==> src/rtl/core/mssl_pkg.sv <==
`timescale 1ns / 1ps
// mssl_pkg: shared types, register codes and fixed-point constants of the
// multichannel setpoint slew limiter. no dependencies.
package mssl_pkg;

  localparam int DEF_DRIVE_CHANNELS = 6;
  localparam int DEF_STEER_CHANNELS = 4;
  localparam int CMD_DEPTH          = 2;
  localparam int OUT_DEPTH          = 8;

  localparam int RATE_W  = 15;
  localparam int VAL_W   = 15;
  localparam int MAG_W   = 14;
  localparam int DGAIN_W = 16;
  localparam int SGAIN_W = 20;
  localparam int PROD_W  = MAG_W + SGAIN_W;
  localparam int X_W     = 26;
  localparam int CMD_W   = 20;
  localparam int CFG_IDX_W  = 3;
  localparam int CFG_DATA_W = 20;

  localparam logic OP_SET  = 1'b0;
  localparam logic OP_TICK = 1'b1;

  localparam logic [CFG_IDX_W-1:0] CFG_DRIVE_RATE_UP   = 3'd0;
  localparam logic [CFG_IDX_W-1:0] CFG_DRIVE_RATE_DOWN = 3'd1;
  localparam logic [CFG_IDX_W-1:0] CFG_STEER_RATE_UP   = 3'd2;
  localparam logic [CFG_IDX_W-1:0] CFG_STEER_RATE_DOWN = 3'd3;
  localparam logic [CFG_IDX_W-1:0] CFG_DRIVE_GAIN      = 3'd4;
  localparam logic [CFG_IDX_W-1:0] CFG_STEER_GAIN      = 3'd5;
  localparam logic [CFG_IDX_W-1:0] CFG_DRIVE_DIR_MASK  = 3'd6;
  localparam logic [CFG_IDX_W-1:0] CFG_STEER_DIR_MASK  = 3'd7;

  localparam logic signed [15:0] FULL_SCALE     = 16'sd10000;
  localparam logic signed [15:0] NEG_FULL_SCALE = -16'sd10000;

  // whole-percent truncation: floor(mag/100) = (mag*5243) >> 19 for mag <= 10000
  localparam logic [12:0] TRUNC_RECIP = 13'd5243;
  localparam int          TRUNC_SHIFT = 19;

  // drive: round(p / 2^15); steer: round(p / 25600) = ((p + 12800) >> 8) / 100
  localparam logic [34:0] DRIVE_ROUND   = 35'd16384;
  localparam int          DRIVE_SHIFT   = 15;
  localparam logic [34:0] STEER_ROUND   = 35'd12800;
  localparam int          STEER_SHIFT   = 8;
  localparam logic [X_W-1:0] STEER_X_LIMIT = 26'd40960000;
  localparam logic [X_W-1:0] RECIP_100     = 26'd42949673;
  localparam int             RECIP_SHIFT   = 32;

  typedef struct packed {
    logic              opcode;
    logic [3:0]        channel;
    logic signed [15:0] target_value;
  } mssl_in_t;

  typedef struct packed {
    logic [3:0]               out_channel;
    logic signed [CMD_W-1:0]  command_value;
    logic                     last;
  } mssl_out_t;

  typedef struct packed {
    logic                     tick;
    logic [3:0]               channel;
    logic signed [VAL_W-1:0]  target;
  } mssl_cmd_t;

  typedef struct packed {
    logic [RATE_W-1:0]  drive_rate_up;
    logic [RATE_W-1:0]  drive_rate_down;
    logic [RATE_W-1:0]  steer_rate_up;
    logic [RATE_W-1:0]  steer_rate_down;
    logic [DGAIN_W-1:0] drive_gain;
    logic [SGAIN_W-1:0] steer_gain;
    logic [5:0]         drive_dir_mask;
    logic [3:0]         steer_dir_mask;
  } mssl_cfg_t;

  localparam mssl_cfg_t CFG_RESET = '{
    drive_rate_up:   15'd5000,
    drive_rate_down: 15'd5000,
    steer_rate_up:   15'd10000,
    steer_rate_down: 15'd10000,
    drive_gain:      16'd9830,
    steer_gain:      20'd58253,
    drive_dir_mask:  6'd58,
    steer_dir_mask:  4'd10
  };

  typedef enum logic {
    BK_IDLE,
    BK_TICK
  } mssl_back_state_t;

endpackage

==> src/rtl/core/mssl_fifo.sv <==
`timescale 1ns / 1ps
// mssl_fifo: small register queue with occupancy count.
// standalone, used for the command queue and the result queue.
module mssl_fifo #(
  parameter int WIDTH = 8,
  parameter int DEPTH = 4
) (
  input  logic                         clk,
  input  logic                         rst,
  input  logic                         push,
  input  logic [WIDTH-1:0]             push_data,
  input  logic                         pop,
  output logic [WIDTH-1:0]             pop_data,
  output logic                         full,
  output logic                         empty,
  output logic [$clog2(DEPTH+1)-1:0]   count
);
  localparam int AW = $clog2(DEPTH);
  localparam int CW = $clog2(DEPTH + 1);

  logic [WIDTH-1:0] mem [DEPTH];
  logic [AW-1:0]    wr_ptr;
  logic [AW-1:0]    rd_ptr;
  logic             do_push;
  logic             do_pop;

  assign full     = count == CW'(DEPTH);
  assign empty    = count == '0;
  assign do_push  = push && !full;
  assign do_pop   = pop && !empty;
  assign pop_data = mem[rd_ptr];

  always_ff @(posedge clk) begin
    if (rst) begin
      wr_ptr <= '0;
      rd_ptr <= '0;
      count  <= '0;
    end else begin
      if (do_push) begin
        wr_ptr <= (wr_ptr == AW'(DEPTH - 1)) ? '0 : wr_ptr + 1'b1;
      end
      if (do_pop) begin
        rd_ptr <= (rd_ptr == AW'(DEPTH - 1)) ? '0 : rd_ptr + 1'b1;
      end
      if (do_push && !do_pop) begin
        count <= count + 1'b1;
      end else if (do_pop && !do_push) begin
        count <= count - 1'b1;
      end
    end
  end

  always_ff @(posedge clk) begin
    if (do_push) begin
      mem[wr_ptr] <= push_data;
    end
  end

endmodule

==> src/rtl/core/mssl_front.sv <==
`timescale 1ns / 1ps
// mssl_front: input side; decodes items, clamps set targets, truncates steering
// set targets, drops sets to absent channels. depends on mssl_pkg.
module mssl_front #(
  parameter int DRIVE_CHANNELS = 6,
  parameter int STEER_CHANNELS = 4
) (
  input  logic               push,
  input  mssl_pkg::mssl_in_t item,
  output logic               full,
  input  logic               cmd_full,
  output logic               cmd_push,
  output mssl_pkg::mssl_cmd_t cmd
);
  import mssl_pkg::*;

  localparam int NUM_CH = DRIVE_CHANNELS + STEER_CHANNELS;

  logic                    is_tick;
  logic                    in_range;
  logic                    is_steer;
  logic signed [VAL_W-1:0] tc;
  logic signed [VAL_W-1:0] neg_tc;
  logic                    tneg;
  logic [MAG_W-1:0]        mag;
  logic [26:0]             trunc_prod;
  logic [6:0]              pct;
  logic [MAG_W-1:0]        trunc_mag;
  logic signed [VAL_W-1:0] trunc_s;
  logic signed [VAL_W-1:0] tv;

  always_comb begin
    is_tick  = item.opcode == OP_TICK;
    in_range = 6'(item.channel) < 6'(NUM_CH);
    is_steer = 6'(item.channel) >= 6'(DRIVE_CHANNELS);

    if (item.target_value > FULL_SCALE) begin
      tc = VAL_W'(FULL_SCALE);
    end else if (item.target_value < NEG_FULL_SCALE) begin
      tc = VAL_W'(NEG_FULL_SCALE);
    end else begin
      tc = VAL_W'(item.target_value);
    end

    // truncate toward zero to a whole percent
    tneg       = tc < 0;
    neg_tc     = -tc;
    mag        = tneg ? MAG_W'(neg_tc) : MAG_W'(tc);
    trunc_prod = 27'(mag) * 27'(TRUNC_RECIP);
    pct        = 7'(trunc_prod >> TRUNC_SHIFT);
    trunc_mag  = MAG_W'({pct, 6'b0}) + MAG_W'({pct, 5'b0}) + MAG_W'({pct, 2'b0});
    trunc_s    = $signed(VAL_W'(trunc_mag));
    tv         = is_steer ? (tneg ? -trunc_s : trunc_s) : tc;

    cmd.tick    = is_tick;
    cmd.channel = item.channel;
    cmd.target  = tv;
  end

  assign full     = cmd_full;
  assign cmd_push = push && !cmd_full && (is_tick || in_range);

endmodule

==> src/rtl/core/mssl_back.sv <==
`timescale 1ns / 1ps
// mssl_back: executes queued commands; target store, per-channel ramp and
// the scaling pipeline feeding the result queue. depends on mssl_pkg.
module mssl_back #(
  parameter int DRIVE_CHANNELS = 6,
  parameter int STEER_CHANNELS = 4
) (
  input  logic                                      clk,
  input  logic                                      rst,
  input  mssl_pkg::mssl_cfg_t                       cfg,
  input  logic                                      cmd_empty,
  input  mssl_pkg::mssl_cmd_t                       cmd,
  output logic                                      cmd_pop,
  input  logic [$clog2(mssl_pkg::OUT_DEPTH+1)-1:0]  res_count,
  output logic                                      res_push,
  output mssl_pkg::mssl_out_t                       res
);
  import mssl_pkg::*;

  localparam int NUM_CH = DRIVE_CHANNELS + STEER_CHANNELS;
  localparam int CH_W   = $clog2(NUM_CH);
  localparam int CNT_W  = $clog2(OUT_DEPTH + 1) + 1;

  logic signed [VAL_W-1:0] target_store [NUM_CH];
  logic signed [VAL_W-1:0] ramped_value [NUM_CH];

  mssl_back_state_t state, state_next;
  logic [CH_W-1:0]  idx, idx_next;
  logic             ts_we;
  logic             issue;
  logic             credit;
  logic [CNT_W-1:0] inflight;

  // ramp
  logic signed [VAL_W-1:0] cur;
  logic signed [VAL_W-1:0] tgt;
  logic                    is_drive;
  logic                    grow;
  logic [RATE_W-1:0]       rate;
  logic signed [15:0]      diff;
  logic [15:0]             absdiff;
  logic [15:0]             step;
  logic signed [16:0]      new17;
  logic signed [VAL_W-1:0] new_val;
  logic signed [VAL_W-1:0] neg_new;
  logic [MAG_W-1:0]        new_mag;
  logic [5:0]              idx6;
  logic [5:0]              sidx6;
  logic [15:0]             dmask16;
  logic [15:0]             smask16;
  logic                    dir_bit;

  // pipeline
  logic              v1, v2, v3;
  logic [MAG_W-1:0]  s1_mag;
  logic              s1_flip, s2_flip, s3_flip;
  logic              s1_drive, s2_drive, s3_drive;
  logic [3:0]        s1_ch, s2_ch, s3_ch;
  logic              s1_last, s2_last, s3_last;
  logic [PROD_W-1:0] s2_prod;
  logic [X_W-1:0]    s3_x;
  logic [34:0]       drive_sum;
  logic [34:0]       steer_sum;
  logic [34:0]       steer_y;
  logic [X_W-1:0]    x_next;
  logic [2*X_W-1:0]  q_prod;
  logic [CMD_W-1:0]  q_mag;
  logic signed [CMD_W-1:0] q_s;

  always_comb begin
    cur      = ramped_value[idx];
    tgt      = target_store[idx];
    idx6     = 6'(idx);
    sidx6    = idx6 - 6'(DRIVE_CHANNELS);
    is_drive = idx6 < 6'(DRIVE_CHANNELS);
    dmask16  = 16'(cfg.drive_dir_mask);
    smask16  = 16'(cfg.steer_dir_mask);
    dir_bit  = is_drive ? dmask16[idx6[3:0]] : smask16[sidx6[3:0]];

    grow = (cur >= 0 && tgt > 0 && cur < tgt) || (cur <= 0 && tgt < 0 && cur > tgt);
    if (is_drive) begin
      rate = grow ? cfg.drive_rate_up : cfg.drive_rate_down;
    end else begin
      rate = grow ? cfg.steer_rate_up : cfg.steer_rate_down;
    end
    diff    = 16'(tgt) - 16'(cur);
    absdiff = (diff < 0) ? 16'(-diff) : 16'(diff);
    step    = (16'(rate) < absdiff) ? 16'(rate) : absdiff;
    new17   = (tgt > cur) ? (17'(cur) + $signed({1'b0, step}))
                          : (17'(cur) - $signed({1'b0, step}));
    new_val = new17[VAL_W-1:0];
    neg_new = -new_val;
    new_mag = (new_val < 0) ? MAG_W'(neg_new) : MAG_W'(new_val);
  end

  assign inflight = CNT_W'(v1) + CNT_W'(v2) + CNT_W'(v3);
  assign credit   = (CNT_W'(res_count) + inflight) < CNT_W'(OUT_DEPTH);

  always_comb begin
    state_next = state;
    idx_next   = idx;
    cmd_pop    = 1'b0;
    ts_we      = 1'b0;
    issue      = 1'b0;
    unique case (state)
      BK_IDLE: begin
        if (!cmd_empty) begin
          cmd_pop = 1'b1;
          if (cmd.tick) begin
            state_next = BK_TICK;
            idx_next   = '0;
          end else begin
            ts_we = 1'b1;
          end
        end
      end
      BK_TICK: begin
        if (credit) begin
          issue = 1'b1;
          if (idx == CH_W'(NUM_CH - 1)) begin
            state_next = BK_IDLE;
          end else begin
            idx_next = idx + 1'b1;
          end
        end
      end
      default: state_next = BK_IDLE;
    endcase
  end

  always_ff @(posedge clk) begin
    if (rst) begin
      state <= BK_IDLE;
      idx   <= '0;
    end else begin
      state <= state_next;
      idx   <= idx_next;
    end
  end

  always_ff @(posedge clk) begin
    if (rst) begin
      for (int i = 0; i < NUM_CH; i++) begin
        target_store[i] <= '0;
        ramped_value[i] <= '0;
      end
    end else begin
      if (ts_we) begin
        target_store[CH_W'(cmd.channel)] <= cmd.target;
      end
      if (issue) begin
        ramped_value[idx] <= new_val;
      end
    end
  end

  // stage 2 rounding prescale, stage 3 reciprocal divide for steering
  always_comb begin
    drive_sum = 35'(s2_prod) + DRIVE_ROUND;
    steer_sum = 35'(s2_prod) + STEER_ROUND;
    steer_y   = steer_sum >> STEER_SHIFT;
    if (s2_drive) begin
      x_next = X_W'(drive_sum >> DRIVE_SHIFT);
    end else if (steer_y > 35'(STEER_X_LIMIT)) begin
      x_next = STEER_X_LIMIT;
    end else begin
      x_next = X_W'(steer_y);
    end

    q_prod = (2*X_W)'(s3_x) * (2*X_W)'(RECIP_100);
    q_mag  = s3_drive ? CMD_W'(s3_x) : CMD_W'(q_prod >> RECIP_SHIFT);
    q_s    = $signed(q_mag);

    res.out_channel   = s3_ch;
    res.command_value = s3_flip ? -q_s : q_s;
    res.last          = s3_last;
  end

  assign res_push = v3;

  always_ff @(posedge clk) begin
    if (rst) begin
      v1 <= 1'b0;
      v2 <= 1'b0;
      v3 <= 1'b0;
    end else begin
      v1 <= issue;
      v2 <= v1;
      v3 <= v2;
    end
  end

  always_ff @(posedge clk) begin
    s1_mag   <= new_mag;
    s1_flip  <= (new_val < 0) ^ dir_bit;
    s1_drive <= is_drive;
    s1_ch    <= 4'(idx);
    s1_last  <= idx == CH_W'(NUM_CH - 1);

    s2_prod  <= PROD_W'(s1_mag) * PROD_W'(s1_drive ? SGAIN_W'(cfg.drive_gain) : cfg.steer_gain);
    s2_flip  <= s1_flip;
    s2_drive <= s1_drive;
    s2_ch    <= s1_ch;
    s2_last  <= s1_last;

    s3_x     <= x_next;
    s3_flip  <= s2_flip;
    s3_drive <= s2_drive;
    s3_ch    <= s2_ch;
    s3_last  <= s2_last;
  end

endmodule

==> src/rtl/core/multichannel_setpoint_slew_limiter.sv <==
`timescale 1ns / 1ps
// multichannel_setpoint_slew_limiter: top level; configuration registers,
// command queue, front and back ends, result queue. depends on mssl_pkg,
// mssl_fifo, mssl_front, mssl_back.
// A set item is taken into a two-entry command queue and written to the target
// store by the back end while it is idle. A tick walks all DRIVE_CHANNELS +
// STEER_CHANNELS channels through one shared ramp and scaling pipeline, one
// channel per cycle while the result queue has room; the pipeline stalls
// whenever the eight-entry result queue, counting the beats still in the
// pipeline, has no room left. There is no clearing pass after reset.
// Configuration writes are always ready and must only be issued while
// the block is idle.
module multichannel_setpoint_slew_limiter #(
  parameter int DRIVE_CHANNELS = mssl_pkg::DEF_DRIVE_CHANNELS,
  parameter int STEER_CHANNELS = mssl_pkg::DEF_STEER_CHANNELS
) (
  input  logic                                  clk,
  input  logic                                  rst,
  input  logic                                  push,
  output logic                                  full,
  input  mssl_pkg::mssl_in_t                    item,
  output logic                                  empty,
  input  logic                                  pop,
  output mssl_pkg::mssl_out_t                   result,
  input  logic                                  cfg_valid,
  output logic                                  cfg_ready,
  input  logic [mssl_pkg::CFG_IDX_W-1:0]        cfg_index,
  input  logic [mssl_pkg::CFG_DATA_W-1:0]       cfg_data
);
  import mssl_pkg::*;

  localparam int NUM_CH = DRIVE_CHANNELS + STEER_CHANNELS;
  localparam int OCW    = $clog2(OUT_DEPTH + 1);

  mssl_cfg_t cfg;
  mssl_cmd_t cmd;
  mssl_cmd_t cmd_head;
  logic      cmd_push;
  logic      cmd_pop;
  logic      cmd_full;
  logic      cmd_empty;
  mssl_out_t res;
  logic      res_push;
  logic      res_full;
  logic [OCW-1:0] res_count;

  assign cfg_ready = 1'b1;

  always_ff @(posedge clk) begin
    if (rst) begin
      cfg <= CFG_RESET;
    end else if (cfg_valid && cfg_ready) begin
      case (cfg_index)
        CFG_DRIVE_RATE_UP:   cfg.drive_rate_up   <= cfg_data[RATE_W-1:0];
        CFG_DRIVE_RATE_DOWN: cfg.drive_rate_down <= cfg_data[RATE_W-1:0];
        CFG_STEER_RATE_UP:   cfg.steer_rate_up   <= cfg_data[RATE_W-1:0];
        CFG_STEER_RATE_DOWN: cfg.steer_rate_down <= cfg_data[RATE_W-1:0];
        CFG_DRIVE_GAIN:      cfg.drive_gain      <= cfg_data[DGAIN_W-1:0];
        CFG_STEER_GAIN:      cfg.steer_gain      <= cfg_data[SGAIN_W-1:0];
        CFG_DRIVE_DIR_MASK:  cfg.drive_dir_mask  <= cfg_data[5:0];
        CFG_STEER_DIR_MASK:  cfg.steer_dir_mask  <= cfg_data[3:0];
        default: ;
      endcase
    end
  end

  mssl_front #(
    .DRIVE_CHANNELS(DRIVE_CHANNELS),
    .STEER_CHANNELS(STEER_CHANNELS)
  ) u_front (
    .push     (push),
    .item     (item),
    .full     (full),
    .cmd_full (cmd_full),
    .cmd_push (cmd_push),
    .cmd      (cmd)
  );

  mssl_fifo #(
    .WIDTH($bits(mssl_cmd_t)),
    .DEPTH(CMD_DEPTH)
  ) u_cmd_fifo (
    .clk       (clk),
    .rst       (rst),
    .push      (cmd_push),
    .push_data (cmd),
    .pop       (cmd_pop),
    .pop_data  (cmd_head),
    .full      (cmd_full),
    .empty     (cmd_empty),
    .count     ()
  );

  mssl_back #(
    .DRIVE_CHANNELS(DRIVE_CHANNELS),
    .STEER_CHANNELS(STEER_CHANNELS)
  ) u_back (
    .clk       (clk),
    .rst       (rst),
    .cfg       (cfg),
    .cmd_empty (cmd_empty),
    .cmd       (cmd_head),
    .cmd_pop   (cmd_pop),
    .res_count (res_count),
    .res_push  (res_push),
    .res       (res)
  );

  mssl_fifo #(
    .WIDTH($bits(mssl_out_t)),
    .DEPTH(OUT_DEPTH)
  ) u_res_fifo (
    .clk       (clk),
    .rst       (rst),
    .push      (res_push),
    .push_data (res),
    .pop       (pop),
    .pop_data  (result),
    .full      (res_full),
    .empty     (empty),
    .count     (res_count)
  );

`ifndef SYNTH
  // pipeline credit must keep the result queue from overflowing
  a_res_no_overflow: assert property (@(posedge clk) disable iff (rst)
    res_push |-> !res_full)
    else $error("result beat pushed into a full queue");

  a_last_channel: assert property (@(posedge clk) disable iff (rst)
    (!empty && result.last) |-> result.out_channel == 4'(NUM_CH - 1))
    else $error("last flag on a channel other than the final one");

  a_set_in_range: assert property (@(posedge clk) disable iff (rst)
    (cmd_push && !cmd.tick) |-> 6'(cmd.channel) < 6'(NUM_CH))
    else $error("set command queued for an absent channel");
`endif

endmodule
==> config.mk <==
export PLATFORM = sky130hd
export DESIGN_NAME = multichannel_setpoint_slew_limiter
export DESIGN_NICKNAME = d
export VERILOG_FILES = /design/src/rtl/core/mssl_pkg.sv /design/src/rtl/core/mssl_fifo.sv /design/src/rtl/core/mssl_front.sv /design/src/rtl/core/mssl_back.sv /design/src/rtl/core/multichannel_setpoint_slew_limiter.sv
export SDC_FILE = /design/constraint.sdc
export NUM_CORES = 2
export LEC_CHECK = 0
export BUFFER_PORTS_ARGS = -buffer_cell sky130_fd_sc_hd__buf_2
export CAP_MARGIN = 20
export CORE_ASPECT_RATIO = 0.9
export CORE_UTILIZATION = 59
export DETAILED_ROUTE_END_ITERATION = 16
export PLACE_DENSITY = 0.88
export REMOVE_ABC_BUFFERS = 1
export SYNTH_ARGS = -nofsm -noshare
export SYNTH_HDL_FRONTEND = slang
export SYNTH_SLANG_ARGS = --single-unit
==> constraint.sdc <==
create_clock -name clk -period 13.3 [get_ports clk]
set_input_delay 3.325 -clock clk [delete_from_list [all_inputs] [get_ports clk]]
set_output_delay 3.325 -clock clk [all_outputs]
set_load 0.02 [all_outputs]
---- Word level (Yosys, flattened, before mapping) ----
Memories as Yosys holds them, arrays and structs flattened. A register that Yosys moved wholly into a read port is not among the register bits.
Cells that the tools add are included.
storage, ports and cells
  flip-flop bits (word level) ............. 223
  bits in writable memories ............... 540
  input port bits ......................... 49
  output and inout port bits .............. 28
  logic and storage cells ................. 220
  memories ................................ 4
cells by class
  add/sub/neg operators ................... 25
  multiply operators ...................... 3
  order comparisons ....................... 20
  eq/ne operators ......................... 16
  muxes and demuxes ....................... 73
  bitwise logic cells ..................... 2
  reduce and logical (&&, ||, !) cells .... 41
memory list
  memory               words  width  rd ports  clocked after memory_dff  wr ports  line             RTL
  u_res_fifo.mem       8      25     1         1                         1         mssl_fifo.sv:21  logic [WIDTH-1:0] mem [DEPTH];
  u_back.ramped_value  10     15     1         1                         10        mssl_back.sv:25  logic signed [VAL_W-1:0] ramped_value [NUM_CH];
  u_back.target_store  10     15     1         1                         10        mssl_back.sv:24  logic signed [VAL_W-1:0] target_store [NUM_CH];
  u_cmd_fifo.mem       2      20     1         1                         1         mssl_fifo.sv:21
operator list
  operator                                                         number
  2-to-1 mux 15 bit                                                11
  2-to-1 mux 20 bit                                                4
  multiplier 26 x 26 -> 52 bit, second input constant              1
  2-to-1 mux 4 bit                                                 12
  less-than comparator 15 x 1 -> 1 bit, second input constant      3
  adder 34 x 14 -> 35 bit, second input constant                   1
  adder 34 x 15 -> 35 bit, second input constant                   1
  multiplier 14 x 34 -> 34 bit                                     1
  2-to-1 mux 1 bit                                                 32
  greater-than comparator 15 bit                                   2
  OR reduction 15 bit                                              2
  2-to-1 mux 14 bit                                                2
  negator 14 bit                                                   2
  greater-than comparator 27 x 26 -> 1 bit, second input constant  1
  multiplier 14 x 13 -> 26 bit, second input constant              1
  2-to-1 mux 26 bit                                                1
  negator 20 bit                                                   1
  == test 3 bit, second input constant                             6
  greater-than comparator 16 x 15 -> 1 bit, second input constant  1
  less-than comparator 15 x 16 -> 1 bit                            1
  less-than comparator 16 x 1 -> 1 bit, second input constant      1
  less-than comparator 16 x 15 -> 1 bit, second input constant     1
  2-to-1 mux 16 bit                                                1
  negator 16 bit                                                   1
  other kinds (47)                                                 90

---- Logic depth before layout (Yosys ltp) ----
  word-level depth ........................ 12
  depth in mapped cells ................... 57
  gate-level depth less buffers ........... 53

---- By module ----
A second synthesis with hierarchy kept.
second synthesis, totals
  cell total of the unflattened synthesis .. 5703
  area total of the unflattened synthesis .. 67001.8 um^2
by module, submodules not included
  module                              times used  cells each  area an instance (um^2)  seq. area each (um^2)
  mssl_back                           1           4243        47738.3                  16395.7
  mssl_fifo (u_res_fifo)              1           366         8394.3                   6266.0
  mssl_front                          1           611         5008.6                   0.0
  multichannel_setpoint_slew_limiter  1           396         4206.5                   2122.0
  mssl_fifo (u_cmd_fifo)              1           87          1654.1                   1301.2

---- Worst setup path after synthesis ----
Ideal clock, no wire load.
  kind .................................... input to register
  start point ............................. input port item[4] in the netlist's numbering
  end point ............................... memory u_cmd_fifo.mem[0][11] in the netlist's numbering (data pin)
  library setup time ...................... 275 ps
  arrival time ............................ 12707 ps
  slack ................................... 318 ps
  stages .................................. 45
  cell sequence ........................... clkbuf_1 nand2_1 a21oi_1 o31ai_1 a21oi_1 nor2_1 nand2_1 ha_1 nand2_1 nor3_1 nand4_1 o211ai_1 nor3b_1 and2_1 nor2_1 fa_1 fa_1 fa_1 [9 not listed] o211a_1 o211a_1 o21bai_1 a21o_1 a21oi_1 xor2_1 inv_1 ha_1 inv_1 fa_1 nand2b_1 nand2b_1 or2_2 nor4_1 a21boi_0 xnor2_1 nand2_1 o21ai_0
RTL lines
  what         line                                      RTL
  from (decl)  multichannel_setpoint_slew_limiter.sv:21  input mssl_pkg::mssl_in_t item,
  to (decl)    mssl_fifo.sv:21

==> metrics.cfg <==
[outcome]
status=completed

[sta]
setup-tns-final_ns=0
hold_viol_final=0
max_freq_ghz=0.0797
relSlewSlack_pct=17.7
slew_violations=0
rsz0062_at_grt=no
finalSetupViolCount=0
worst_pin_slew_ns=1.23
period_needed_ns=12.55
period_share_pct=94.3
clock_skew_ns=0.0410

[clock_network]
clk_path_buf_depth=3
cts_root_buf=clkbuf_16
cts_buffers=90
htreeDepth=3
clk_pin_slew_worst_paths_ns=0.06
post_cts_buffers=0
postCtsResizedCells=0
cts_hold_buf=0
cts_tree=done
clock-sinks=943
insertion_delay_ns=0.69

[critical_path]
cp_max_fo=5
path_class=in2reg
r2r-end=u_back.ramped_value[12][14]
worstPathArrival_ns=12.95
reg2reg_slack_ns=1.01
crit_path_end_kind=register
slowest_stage=fa_1
setup.worst_path.start_class=input pin
crit_required_ns=13.70
critPathMaxStageDelay_ns=0.53
path_common_cell=nand2_1
r2r_cells=43

[logic_synthesis]
synth_top_flop_cell=edfxtp_1
netlist_area_um2=65400
syn_area_per_cell_um2=11.5
ys_seq_area_share_pct=39.9
synth_most_common_cell=edfxtp_1
netlist.top_cell.by_area=edfxtp_1
async_reset_ff_share_pct=0
synth_edf_count=720
synth.top_cell.area_share_pct=33.0
synth_cell_types=87
synth_commonest_cells=edfxtp_1 (720), inv_1 (697), nand2_1 (575), ha_1 (564), fa_1 (507)
ys_seq_elements=943
synth_cells=5677
yosysWarnings=0
synth.top_cells.by_area=edfxtp_1 (33%), fa_1 (16%), ha_1 (11%)

[detailed_routing]
dr.pass1.iters=6
totalWireLength_um=173000
vias=45800
wire_per_inst_um=23.9
drt-initial-drc-count=5243
drc=0
drtAntennaViolNets=0
vias_per_cell=6.32

[grt]
grt_pass1_vias=46800
grtUsageTotal_pct=30.9
overflow=0
antenna_found_initial=15
grt_pass1_wl_um=268000
grt_max_degree=89

[floorplan]
die_w_um=353
die_height_um=318
core_area_um2=110000
io-pin-count=77
rows=115
start_util_pct=59.7
die_area_um2=112000

[finish]
layout.nets=6825
layout-drive-gt1-share_pct=10.6
nFillCells=7653
syn_to_final_growth_pct=7.86
seq_area_um2=26100
multi_input_comb_area_um2=35900

[hold_path]
hp-class=reg2reg
holdPathEnd=u_back.s2_flip
holdPathStages=0
min_from=u_back.s1_flip

[job]
cap_violations=0

[place]
gp_congestion=0.974
portBuffers=75
hpwl_um=123000

## how the worst max path moves through the flow
stage / startpoint / end / depth (start not counted)
after floorplan: register / u_back.ramped_value[10][14] / 46
after global placement: item[2] / u_cmd_fifo.mem[0][11] / 48
after detailed placement: item[2] / u_cmd_fifo.mem[0][11] / 50
after CTS: item[2] / u_cmd_fifo.mem[0][11] / 50
after global routing: item[2] / u_cmd_fifo.mem[0][11] / 48
final: item[2] / u_cmd_fifo.mem[0][11] / 50
## metal layers
| metal | wire (µm) | track usage [%] | vias to the layer above |
|---|---|---|---|
| met5 | 154 | 0 | - |
| met4 | 7400 | 11.9 | 26 |
| met3 | 20200 | 6.81 | 584 |
| met2 | 81500 | 50.1 | 3057 |
| met1 | 63500 | 40.8 | 22500 |
| li1 | - | - | 19600 |
## per-stage QoR
stage                     hold WS (ns)  instances  utilization [%]  instance area (µm²)  setup slack [ns]
after floorplan                  0.310       5446                -                64500             -2.01
after global placement           0.311       7071             61.6                67500             0.297
after detailed placement         0.314       7072             61.6                67500             0.156
after CTS                        0.330       7240             64.3                70500             0.812
after global routing             0.337       7244             64.4                70600            0.0211
final                            0.327       7244             64.4                70600             0.753
## placed cells by master, fill, tap and decap left out, types with 91 or more instances in the layout
cell type	synthesis	final
nor2_1	471	469
clkbuf_16	0	91
a21oi_1	191	191
xnor2_1	113	113
edfxtp_1	720	720
nand2_1	575	575
fa_1	507	507
mux4_2	185	185
and2_1	142	142
ha_1	564	564
o21ai_0	101	101
dfxtp_1	223	218
inv_1	697	697
## registers in the layout, indices dropped and copies added (netlist names), 14 cells and up, named ones only
| register | cells |
|---|---|
| cfg | 106 |
| u_back.ramped_value | 240 |
| u_back.s1_mag | 14 |
| u_back.s2_prod | 26 |
| u_back.s3_x | 26 |
| u_back.target_store | 240 |
| u_cmd_fifo.mem | 40 |
| u_res_fifo.mem | 200 |
## area by class of cell
class | count | share of cell area (%)
antenna | 1 | 0.00355
clock buffer | 120 | 3.45
clock inverter | 48 | 0.831
inverter | 698 | 3.71
multi-input combinational | 3805 | 50.9
sequential | 943 | 37.0
tap | 1462 | 2.59
timing repair buffer | 167 | 1.57
## critical path, delay by kind of cell
| kind | cells | cell delay (ns) |
|---|---|---|
| adder cells (fa/ha/maj) | 9 | 3.38 |
| AND/OR/NAND/NOR | 13 | 1.79 |
| AO/OA/AOI/OAI | 17 | 3.12 |
| XOR/XNOR | 4 | 0.77 |
| buffers and inverters | 7 | 0.54 |
## cell families (layout without fill, tap and decap cells)
logic type	Yosys count	after routing	synth area share (%)
other	1	2	0.00573
flip-flops	943	943	39.9
adder cells (fa/ha/maj)	1073	1073	26.3
XOR/XNOR	202	202	2.71
buffers and inverters	929	1033	5.42
AO/OA/AOI/OAI	635	635	6.36
multiplexers	283	283	8.00
AND/OR/NAND/NOR	1611	1611	11.3
Power is left out: the tool's default activity adds up to more than one toggle a clock period on the data nets, which glitch-free logic cannot reach.
